==> src/ahct_pkg.sv <==
`timescale 1ns / 1ps
package ahct_pkg;

  localparam int unsigned HourW       = 5;
  localparam int unsigned MinuteW     = 6;
  localparam int unsigned SecondW     = 6;
  localparam int unsigned AlarmTicksW = 16;
  localparam int unsigned ChimeTicksW = 8;
  localparam int unsigned SoundsW     = 2;
  localparam int unsigned CfgIdxW     = 3;
  localparam int unsigned CfgDataW    = 16;

  typedef enum logic [1:0] {
    PhaseIdle = 2'd0,
    PhaseRing = 2'd1,
    PhaseDone = 2'd2
  } phase_e;

  typedef enum logic [CfgIdxW-1:0] {
    RegAlarmHour      = 3'd0,
    RegAlarmMinute    = 3'd1,
    RegAlarmEnable    = 3'd2,
    RegChimeFirstHour = 3'd3,
    RegChimeLastHour  = 3'd4,
    RegChimeEnable    = 3'd5,
    RegAlarmRingTicks = 3'd6,
    RegChimeRingTicks = 3'd7
  } cfg_reg_e;

  localparam logic [HourW-1:0]       AlarmHourRst      = 5'd0;
  localparam logic [MinuteW-1:0]     AlarmMinuteRst    = 6'd0;
  localparam logic [HourW-1:0]       ChimeFirstHourRst = 5'd0;
  localparam logic [HourW-1:0]       ChimeLastHourRst  = 5'd23;
  localparam logic [AlarmTicksW-1:0] AlarmRingTicksRst = 16'd600;
  localparam logic [ChimeTicksW-1:0] ChimeRingTicksRst = 8'd5;

endpackage

==> src/alarm_and_hourly_chime_trigger.sv <==
`timescale 1ns / 1ps
// Alarm and hourly chime trigger. Each input transfer is one polling tick
// (hour, minute, second, key) and yields exactly one result transfer with
// buzzer, alarm ringing, chime ringing and key taken flags. The alarm and
// chime state update and the result register load in the same cycle the
// tick is accepted, unless an alarm configuration write lands with it, and a
// new tick is taken every cycle while the result register is empty or being
// drained. Configuration writes land on the cycle write enable is high;
// writing the alarm hour, minute or enable returns the alarm to idle.
// Write configuration only while no result is pending.
module alarm_and_hourly_chime_trigger (
  input  logic                                clk_i,
  input  logic                                rst_ni,
  input  logic                                cfg_we_i,
  input  logic [ahct_pkg::CfgIdxW-1:0]        cfg_index_i,
  input  logic [ahct_pkg::CfgDataW-1:0]       cfg_data_i,
  input  logic                                in_valid_i,
  output logic                                in_ready_o,
  input  logic [ahct_pkg::HourW-1:0]          hour_now_i,
  input  logic [ahct_pkg::MinuteW-1:0]        minute_now_i,
  input  logic [ahct_pkg::SecondW-1:0]        second_now_i,
  input  logic                                key_pressed_i,
  output logic                                out_valid_o,
  input  logic                                out_ready_i,
  output logic                                buzzer_on_o,
  output logic                                alarm_ringing_o,
  output logic                                chime_ringing_o,
  output logic                                key_taken_o
);
  import ahct_pkg::*;

  logic [HourW-1:0]       alarm_hour_q;
  logic [MinuteW-1:0]     alarm_minute_q;
  logic                   alarm_enable_q;
  logic [HourW-1:0]       chime_first_q;
  logic [HourW-1:0]       chime_last_q;
  logic                   chime_enable_q;
  logic [AlarmTicksW-1:0] alarm_ticks_q;
  logic [ChimeTicksW-1:0] chime_ticks_q;

  phase_e                 alarm_phase_q, alarm_phase_d;
  logic [AlarmTicksW-1:0] alarm_left_q, alarm_left_d;
  phase_e                 chime_phase_q, chime_phase_d;
  logic [ChimeTicksW-1:0] chime_left_q, chime_left_d;
  logic [SoundsW-1:0]     sounds_q, sounds_d;
  logic                   buzzer_held_q, buzzer_held_d;

  logic out_valid_q;
  logic buzzer_q, alarm_ring_q, chime_ring_q, key_taken_q;
  logic taken;
  logic in_window;
  logic in_xfer;
  logic alarm_cfg;

  assign in_ready_o = !out_valid_q || out_ready_i;
  assign in_xfer    = in_valid_i && in_ready_o;
  assign alarm_cfg  = cfg_we_i && (cfg_index_i == RegAlarmHour ||
                                   cfg_index_i == RegAlarmMinute ||
                                   cfg_index_i == RegAlarmEnable);

  always_comb begin
    if (chime_first_q <= chime_last_q) begin
      in_window = (chime_first_q <= hour_now_i) && (hour_now_i <= chime_last_q);
    end else begin
      in_window = (chime_first_q <= hour_now_i) || (hour_now_i <= chime_last_q);
    end
  end

  always_comb begin
    alarm_phase_d = alarm_phase_q;
    alarm_left_d  = alarm_left_q;
    chime_phase_d = chime_phase_q;
    chime_left_d  = chime_left_q;
    sounds_d      = sounds_q;
    buzzer_held_d = buzzer_held_q;
    taken         = 1'b0;

    case (alarm_phase_q)
      PhaseIdle: begin
        if (alarm_enable_q && hour_now_i == alarm_hour_q &&
            minute_now_i == alarm_minute_q) begin
          alarm_phase_d = PhaseRing;
          alarm_left_d  = (alarm_ticks_q != '0) ? alarm_ticks_q : AlarmTicksW'(1);
          sounds_d      = sounds_d + SoundsW'(1);
        end
      end
      PhaseRing: begin
        if (key_pressed_i) begin
          alarm_phase_d = PhaseDone;
          alarm_left_d  = '0;
          sounds_d      = sounds_d - SoundsW'(1);
          taken         = 1'b1;
        end else begin
          alarm_left_d = alarm_left_q - AlarmTicksW'(1);
          if (alarm_left_d == '0) begin
            alarm_phase_d = PhaseDone;
            sounds_d      = sounds_d - SoundsW'(1);
          end
        end
      end
      default: begin
        if (hour_now_i != alarm_hour_q) begin
          alarm_phase_d = PhaseIdle;
          alarm_left_d  = '0;
        end
      end
    endcase

    if (!taken) begin
      case (chime_phase_q)
        PhaseIdle: begin
          if (chime_enable_q && minute_now_i == '0 && second_now_i == '0 &&
              in_window) begin
            chime_phase_d = PhaseRing;
            chime_left_d  = (chime_ticks_q != '0) ? chime_ticks_q : ChimeTicksW'(1);
            sounds_d      = sounds_d + SoundsW'(1);
          end
        end
        PhaseRing: begin
          chime_left_d = chime_left_q - ChimeTicksW'(1);
          if (chime_left_d == '0) begin
            chime_phase_d = PhaseDone;
            sounds_d      = sounds_d - SoundsW'(1);
          end
        end
        default: begin
          if (minute_now_i != '0) begin
            chime_phase_d = PhaseIdle;
            chime_left_d  = '0;
          end
        end
      endcase
      buzzer_held_d = (sounds_d != '0);
    end
  end

  always_ff @(posedge clk_i or negedge rst_ni) begin
    if (!rst_ni) begin
      alarm_hour_q   <= AlarmHourRst;
      alarm_minute_q <= AlarmMinuteRst;
      alarm_enable_q <= 1'b0;
      chime_first_q  <= ChimeFirstHourRst;
      chime_last_q   <= ChimeLastHourRst;
      chime_enable_q <= 1'b0;
      alarm_ticks_q  <= AlarmRingTicksRst;
      chime_ticks_q  <= ChimeRingTicksRst;
      alarm_phase_q  <= PhaseIdle;
      alarm_left_q   <= '0;
      chime_phase_q  <= PhaseIdle;
      chime_left_q   <= '0;
      sounds_q       <= '0;
      buzzer_held_q  <= 1'b0;
      out_valid_q    <= 1'b0;
    end else begin
      if (cfg_we_i) begin
        case (cfg_index_i)
          RegAlarmHour:      alarm_hour_q   <= cfg_data_i[HourW-1:0];
          RegAlarmMinute:    alarm_minute_q <= cfg_data_i[MinuteW-1:0];
          RegAlarmEnable:    alarm_enable_q <= cfg_data_i[0];
          RegChimeFirstHour: chime_first_q  <= cfg_data_i[HourW-1:0];
          RegChimeLastHour:  chime_last_q   <= cfg_data_i[HourW-1:0];
          RegChimeEnable:    chime_enable_q <= cfg_data_i[0];
          RegAlarmRingTicks: alarm_ticks_q  <= cfg_data_i[AlarmTicksW-1:0];
          RegChimeRingTicks: chime_ticks_q  <= cfg_data_i[ChimeTicksW-1:0];
          default: ;
        endcase
      end
      if (alarm_cfg) begin
        if (alarm_phase_q == PhaseRing) begin
          sounds_q <= sounds_q - SoundsW'(1);
        end
        alarm_phase_q <= PhaseIdle;
        alarm_left_q  <= '0;
      end else if (in_xfer) begin
        alarm_phase_q <= alarm_phase_d;
        alarm_left_q  <= alarm_left_d;
        chime_phase_q <= chime_phase_d;
        chime_left_q  <= chime_left_d;
        sounds_q      <= sounds_d;
        buzzer_held_q <= buzzer_held_d;
      end
      if (in_xfer) begin
        out_valid_q <= 1'b1;
      end else if (out_ready_i) begin
        out_valid_q <= 1'b0;
      end
    end
  end

  always_ff @(posedge clk_i) begin
    if (in_xfer && !alarm_cfg) begin
      buzzer_q     <= buzzer_held_d;
      alarm_ring_q <= (alarm_phase_d == PhaseRing);
      chime_ring_q <= (chime_phase_d == PhaseRing);
      key_taken_q  <= taken;
    end
  end

  assign out_valid_o     = out_valid_q;
  assign buzzer_on_o     = buzzer_q;
  assign alarm_ringing_o = alarm_ring_q;
  assign chime_ringing_o = chime_ring_q;
  assign key_taken_o     = key_taken_q;

`ifndef SYNTHESIS
  a_alarm_ring_count : assert property (@(posedge clk_i) disable iff (!rst_ni)
    alarm_phase_q == PhaseRing |-> alarm_left_q != '0)
    else $error("alarm ringing with zero ticks left");

  a_chime_ring_count : assert property (@(posedge clk_i) disable iff (!rst_ni)
    chime_phase_q == PhaseRing |-> chime_left_q != '0)
    else $error("chime ringing with zero ticks left");

  a_key_silences : assert property (@(posedge clk_i) disable iff (!rst_ni)
    (in_xfer && !alarm_cfg && alarm_phase_q == PhaseRing && key_pressed_i)
    |=> (key_taken_o && !alarm_ringing_o && alarm_phase_q == PhaseDone))
    else $error("key press did not silence ringing alarm");

  a_taken_not_ringing : assert property (@(posedge clk_i) disable iff (!rst_ni)
    (out_valid_o && key_taken_o) |-> !alarm_ringing_o)
    else $error("key taken while alarm still ringing");

  a_result_follows_transfer : assert property (@(posedge clk_i) disable iff (!rst_ni)
    in_xfer |=> out_valid_o)
    else $error("accepted tick left no result");
`endif

endmodule
==> config.mk <==
export PLATFORM = sky130hd
export DESIGN_NAME = alarm_and_hourly_chime_trigger
export DESIGN_NICKNAME = d
export VERILOG_FILES = /design/src/ahct_pkg.sv /design/src/alarm_and_hourly_chime_trigger.sv
export SDC_FILE = /design/constraint.sdc
export NUM_CORES = 1
export LEC_CHECK = 0
export ABC_AREA = 0
export BUFFER_PORTS_ARGS = -buffer_cell sky130_fd_sc_hd__buf_2
export CORE_MARGIN = 2
export CORE_UTILIZATION = 25
export CTS_CLUSTER_SIZE = 16
export DETAILED_ROUTE_END_ITERATION = 6
export PLACE_DENSITY = 0.38
export SETUP_SLACK_MARGIN = 0.02
export SLEW_MARGIN = 20
export SYNTH_ARGS = -nofsm -noshare
export SYNTH_HDL_FRONTEND = slang
export SYNTH_SLANG_ARGS = --single-unit
==> constraint.sdc <==
create_clock -name clk_i -period 2.9 [get_ports clk_i]
set_input_delay 0.145 -clock clk_i [delete_from_list [all_inputs] [get_ports clk_i]]
set_output_delay 0.145 -clock clk_i [all_outputs]
set_load 0.1 [all_outputs]
# Yosys cells after proc, flatten, opt, wreduce, memory -nomap -nowiden
# Cells that the tools add are included.
# word_totals
wordCells	130
register_bits	83
inputBits	42
# op_classes
n_reduce_logical	42
bitwise_logic	2
mux	41
addsub	6
order_cmp	3
n_eq_ne	17
# op_table
cell	n
two-way mux 16 bit	6
two-way mux 2 bit	20
one-hot mux 16 bit (2 select lines)	1
two-way mux 8 bit	3
AND reduction 2 bit	10
zero test 16 bit	1
one-hot mux 2 bit (2 select lines)	4
one-hot mux 8 bit (2 select lines)	1
nonzero test 16 bit	1
subtractor 16 x 1 -> 16 bit (second input constant)	1
less-or-equal comparator 5 bit	3
== test 3 bit (second input constant)	4
zero test 6 bit	2
logical AND 1 bit	9
== test 2 x 1 -> 1 bit (second input constant)	4
zero test 8 bit	1
nonzero test 8 bit	1
subtractor 8 x 1 -> 8 bit (second input constant)	1
== test 3 x 2 -> 1 bit (second input constant)	2
== test 6 bit	1
two-way mux 1 bit	6
nonzero test 2 bit	3
nonzero test 6 bit	1
== test 5 bit	1
other kinds (16)	24

# Depth between registers and ports, before layout
# depth
word_depth	12
mapped_depth	12
mapped_depth_nobuf	11

# Worst setup path before layout
# Ideal clock, no wire load.
# synth_timing
path_type	reg2reg
startpoint	register out_valid_q, in the netlist out_valid_o
endpoint	register chime_left_q[7]
path_stages_with_launch	11
arrival_ns	3.589
setup_slack_ns	-0.753
path_cell_list	dfrtp_1 -> nand2b_1 -> nand2_1 -> or2_2 -> inv_2 -> nand2_1 -> a21oi_1 -> a21bo_1 -> or3_1 -> a311oi_1 -> a21o_1
# synth_between
elab_chain_cells	4
# synth_lines
element	line	text
start: declaration	alarm_and_hourly_chime_trigger.sv:48	logic out_valid_q;
start signal: assignment	alarm_and_hourly_chime_trigger.sv:153	out_valid_q <= 1'b0;
start signal: assignment	alarm_and_hourly_chime_trigger.sv:183	out_valid_q <= 1'b1;
start signal: assignment	alarm_and_hourly_chime_trigger.sv:185	out_valid_q <= 1'b0;
zero test 1 bit	alarm_and_hourly_chime_trigger.sv:55	assign in_ready_o = !out_valid_q || out_ready_i;
logical OR 1 bit	alarm_and_hourly_chime_trigger.sv:55	
via in_ready_o	alarm_and_hourly_chime_trigger.sv:18	output logic in_ready_o,
logical AND 1 bit	alarm_and_hourly_chime_trigger.sv:56	assign in_xfer = in_valid_i && in_ready_o;
AND reduction 5 bit (no line)	-	
end signal: assignment	alarm_and_hourly_chime_trigger.sv:178	chime_left_q <= chime_left_d;
end: declaration	alarm_and_hourly_chime_trigger.sv:44	logic [ChimeTicksW-1:0] chime_left_q, chime_left_d;
# The timed path passes the listed nets, and every way through them passes these cells.
# A chain may end at the register's enable or synchronous reset.

# Final worst setup path
# layout_timing
startpoint	register chime_last_q[1]
endpoint	register chime_left_q[4]
# layout_between
elab_chain_cells	6
elab_cells_between_ends	8
# layout_lines
element	line	text
start: declaration	alarm_and_hourly_chime_trigger.sv:36	logic [HourW-1:0] chime_last_q;
start signal: assignment	alarm_and_hourly_chime_trigger.sv:143	chime_last_q <= ChimeLastHourRst;
start signal: assignment	alarm_and_hourly_chime_trigger.sv:161	RegChimeLastHour: chime_last_q <= cfg_data_i[HourW-1:0];
less-or-equal comparator 5 bit	alarm_and_hourly_chime_trigger.sv:63, alarm_and_hourly_chime_trigger.sv:65	
logical OR 1 bit / logical AND 1 bit (equally long branches)	alarm_and_hourly_chime_trigger.sv:65, alarm_and_hourly_chime_trigger.sv:63	
two-way mux 1 bit (*)	alarm_and_hourly_chime_trigger.sv:62	if (chime_first_q <= chime_last_q) begin
logical AND 1 bit (*)	alarm_and_hourly_chime_trigger.sv:112	if (chime_enable_q && minute_now_i == '0 && second_now_i == '0 &&
!= test 2 bit (no line) (*)	-	
AND reduction 5 bit (no line) (*)	-	
# Mark *: on every way between the ends. The rest lies on a longest branch, timed or not.

==> results.py <==
metrics = {
    "synth": {
        "synth_cell_type_count": 63,
        "synthDominantCellAreaShare": 0.3493,
        "synth_area_per_cell_um2": 9.828,
        "seq_area_frac_synth": 0.4267,
        "synth_fp_nets": 564,
        "synthArstFlopShare": 0.9518,
        "ys_ff_latch": 83,
        "synth_area_leaders": "dfrtp_1, mux2_2, dfstp_2, ha_1, nand2_1",
        "yosysTopAreaCell": "dfrtp_1",
        "synth_most_common_cell": "dfrtp_1",
        "ys_warn_count": 0,
        "synth-edff-count": 4,
        "yosys-top-cells-count": "dfrtp_1, mux2_2, nand2_1",
        "synthesis.area_mm2": 0.004943,
        "synthFlopType": "dfrtp_1",
        "synth_cells": 503,
    },
    "clock_tree": {
        "h-tree-depth": 3,
        "ctsLongestPathBuffers": 2,
        "clock_latency_ps": 350,
        "cts.sinks": 83,
        "cts_root_buf": "clkbuf_16",
        "cts_buffers": 9,
        "path_clk_slew_ps": 70,
        "cts_tree": "done",
    },
    "floorplan": {
        "pin_count": 48,
        "dieArea_mm2": 0.02091,
        "fp-row-count": 51,
        "die_w_um": 144.6,
        "fp.coreArea_mm2": 0.01946,
        "die_h_um": 144.6,
        "start_util": 0.2540,
    },
    "placed_design": {
        "hpwl_um": 10040,
        "place_area_mm2": 0.005570,
        "place_congestion": 0.8124,
        "portBuffers": 47,
    },
    "hold_path": {
        "hp-class": "in -> reg",
        "min_from": "in_valid_i",
        "min_to": "out_valid_o",
        "hold_path_depth": 2,
    },
    "sta": {
        "tns_ps": 0,
        "slew_violations": 0,
        "tightest_slew_ps": 909.4,
        "rsz0062_at_grt": "true",
        "post-route-min-period_ps": 2670,
        "finalSetupViolCount": 0,
        "timing.fmax_mhz": 374.5,
        "skew_ps": 12.86,
        "slew_headroom": 0.3891,
        "hold_viol": 0,
        "post-route-period-util": 0.9208,
    },
    "global_routing": {
        "met1_usage": 0.2016,
        "grt_pass1_wl_um": 22070,
        "busiest_layer": "met2",
        "grt_max_degree": 50,
        "grt.total_usage": 0.1392,
        "grt_overflow_total": 0,
        "grt_pass1_vias": 4011,
        "grt_use_met3": 0.02815,
        "antenna_found_initial": 1,
        "grtUsageMet2": 0.2053,
    },
    "critical_path": {
        "rrSetupSlack_ps": 230,
        "worstPathRequired_ps": 3190,
        "crit_type": "reg -> reg",
        "cp.arrival_ps": 2960,
        "crit_fanout": 8,
        "reg2reg_to": "chime_left_q[4]",
        "critPathLaunchType": "flop",
        "reg2reg_depth": 11,
        "crit-reg2reg-launch": "chime_last_q[1]",
        "cp-end-kind": "flop",
    },
    "detailed_routing": {
        "drtIter0Drc": 256,
        "vias": 3937,
        "drt-total-wl_um": 13580,
        "dr.pass1.iters": 4,
        "vias_per_cell": 4.749,
        "postRouteAntennaNets": 0,
        "wire_per_inst_um": 16.38,
        "drc": 0,
    },
    "final_layout": {
        "nets": 620,
        "fillers": 2011,
        "drive_gt1_frac": 0.2801,
        "n_antenna_cell": 0,
        "syn2layout_area_growth_pct": 19.94,
        "finalInstanceArea_mm2": 0.005929,
    },
    "run_status": {
        "outcome": "finished, final reports clean",
    },
    "pwr": {
        "peakVddDrop_mv": 0.2985,
        "leakage_nw": 2.532,
        "powerDensity_mw_per_mm2": 568.1,
    },
    "run": {
        "maxCapViolations": 0,
    },
}
==> layout by cell type, fill, tap and decap left out, types with 4 or more instances in the layout <==
cell type / instances
a21o_1: 7
o21ai_1: 5
edfxtp_1: 4
buf_2: 46
nor2_1: 39
nand3_1: 8
o31ai_1: 8
ha_1: 19
a21oi_1: 28
nor2b_1: 4
nor3_1: 22
o21ai_0: 20
nand4_1: 4
buf_4: 20
dfstp_2: 10
nand3b_1: 4
dfrtp_1: 68
nand4b_1: 5
clkbuf_16: 9
inv_1: 21
xnor2_1: 11
xor2_1: 10
a211oi_1: 8
o211ai_1: 6
mux2_2: 43
nand2_1: 41
mux2i_1: 9
nor4_1: 8
or3_1: 6
nor3b_1: 6
nand2b_1: 5
==> metrics by stage <==
stage / hold WS (ps) / power [W] / instances / setup WS, ps / util
final: 17.26 / 0.003368 / 829 / 229.7 / 0.3047
after floorplan: -150.6 / 0.001918 / 503 / 40.22 / -
after global routing: 6.339 / 0.003570 / 829 / -0.2895 / 0.3047
after CTS: 5.481 / 0.003417 / 829 / 115.8 / 0.3030
after detailed placement: 238.4 / 0.002147 / 812 / 143.3 / 0.2862
after global placement: 230.9 / 0.002135 / 812 / 218.3 / 0.2862
==> power by group <==
group	internal (W)	switching (W)
logic	0.000307	0.000317
clock network	0.000691	0.000550
registers	0.00135	0.000150
==> final cells by class <==
class                      instances  area (um^2)  share of cell area
tap                              265        331.6             0.05592
timing repair buffer              67        390.4             0.06584
sequential                        83         2111              0.3560
multi-input combinational        376         2698              0.4549
clock inverter                     7        91.34             0.01540
clock buffer                       9        225.2             0.03798
inverter                          22        82.58             0.01393
==> worst max-delay path, stage by stage (launching register included) <==
cell and delay [ps]:
dfstp_2 510, inv_1 60, ha_1 290, nor2b_1 130
o211ai_1 160, a21o_1 160, o211ai_1 130, and2_1 230
a21bo_2 260, or3_1 310, a311oi_1 260, a21o_1 110
==> flip-flops by register name (all words and copies together), names as in the netlist, 2 cells and up <==
name and count:
alarm_left_q 16, alarm_ticks_q 16, chime_left_q 8, chime_ticks_q 8
alarm_minute_q 6, alarm_hour_q 5, chime_first_q 5, chime_last_q 5
alarm_phase_q 2, chime_phase_q 2, sounds_q 2
==> how the worst max path moves through the flow <==
stage	from	to	cells past startpoint
after floorplan	out_valid_o	chime_left_q[7]	10
after global placement	alarm_left_q[0]	buzzer_on_o	11
after detailed placement	alarm_left_q[0]	buzzer_on_o	11
after CTS	alarm_left_q[0]	buzzer_on_o	11
after global routing	alarm_left_q[1]	buzzer_on_o	11
final	chime_last_q[1]	chime_left_q[4]	11
==> what timing repair did <==
item                       in CTS  in global routing
setup endpoints to repair       0                  6
hold buffers                    1                  0
resized for setup               0                  8
buffers inserted                0                  0
hold endpoints to repair       39                  0
==> layer usage <==
layer  wire [um]  up-vias
li1            -     1947
met1        7059     1922
met2        5963       56
met3         399       10
met4         142        2
met5          13        -
==> cell families (layout without fill, tap and decap cells) <==
logic type               after synthesis  in the layout  synth area share
multiplexers                          52             52            0.1162
AND/OR/NAND/NOR                      174            174            0.1876
XOR/XNOR                              22             22           0.04277
buffers and inverters                 44            105           0.03569
flip-flops                            83             83            0.4267
AO/OA/AOI/OAI                        109            109            0.1430
adder cells (fa/ha/maj)               19             19           0.04809
No activity file was read; power rests on OpenSTA's default activity.
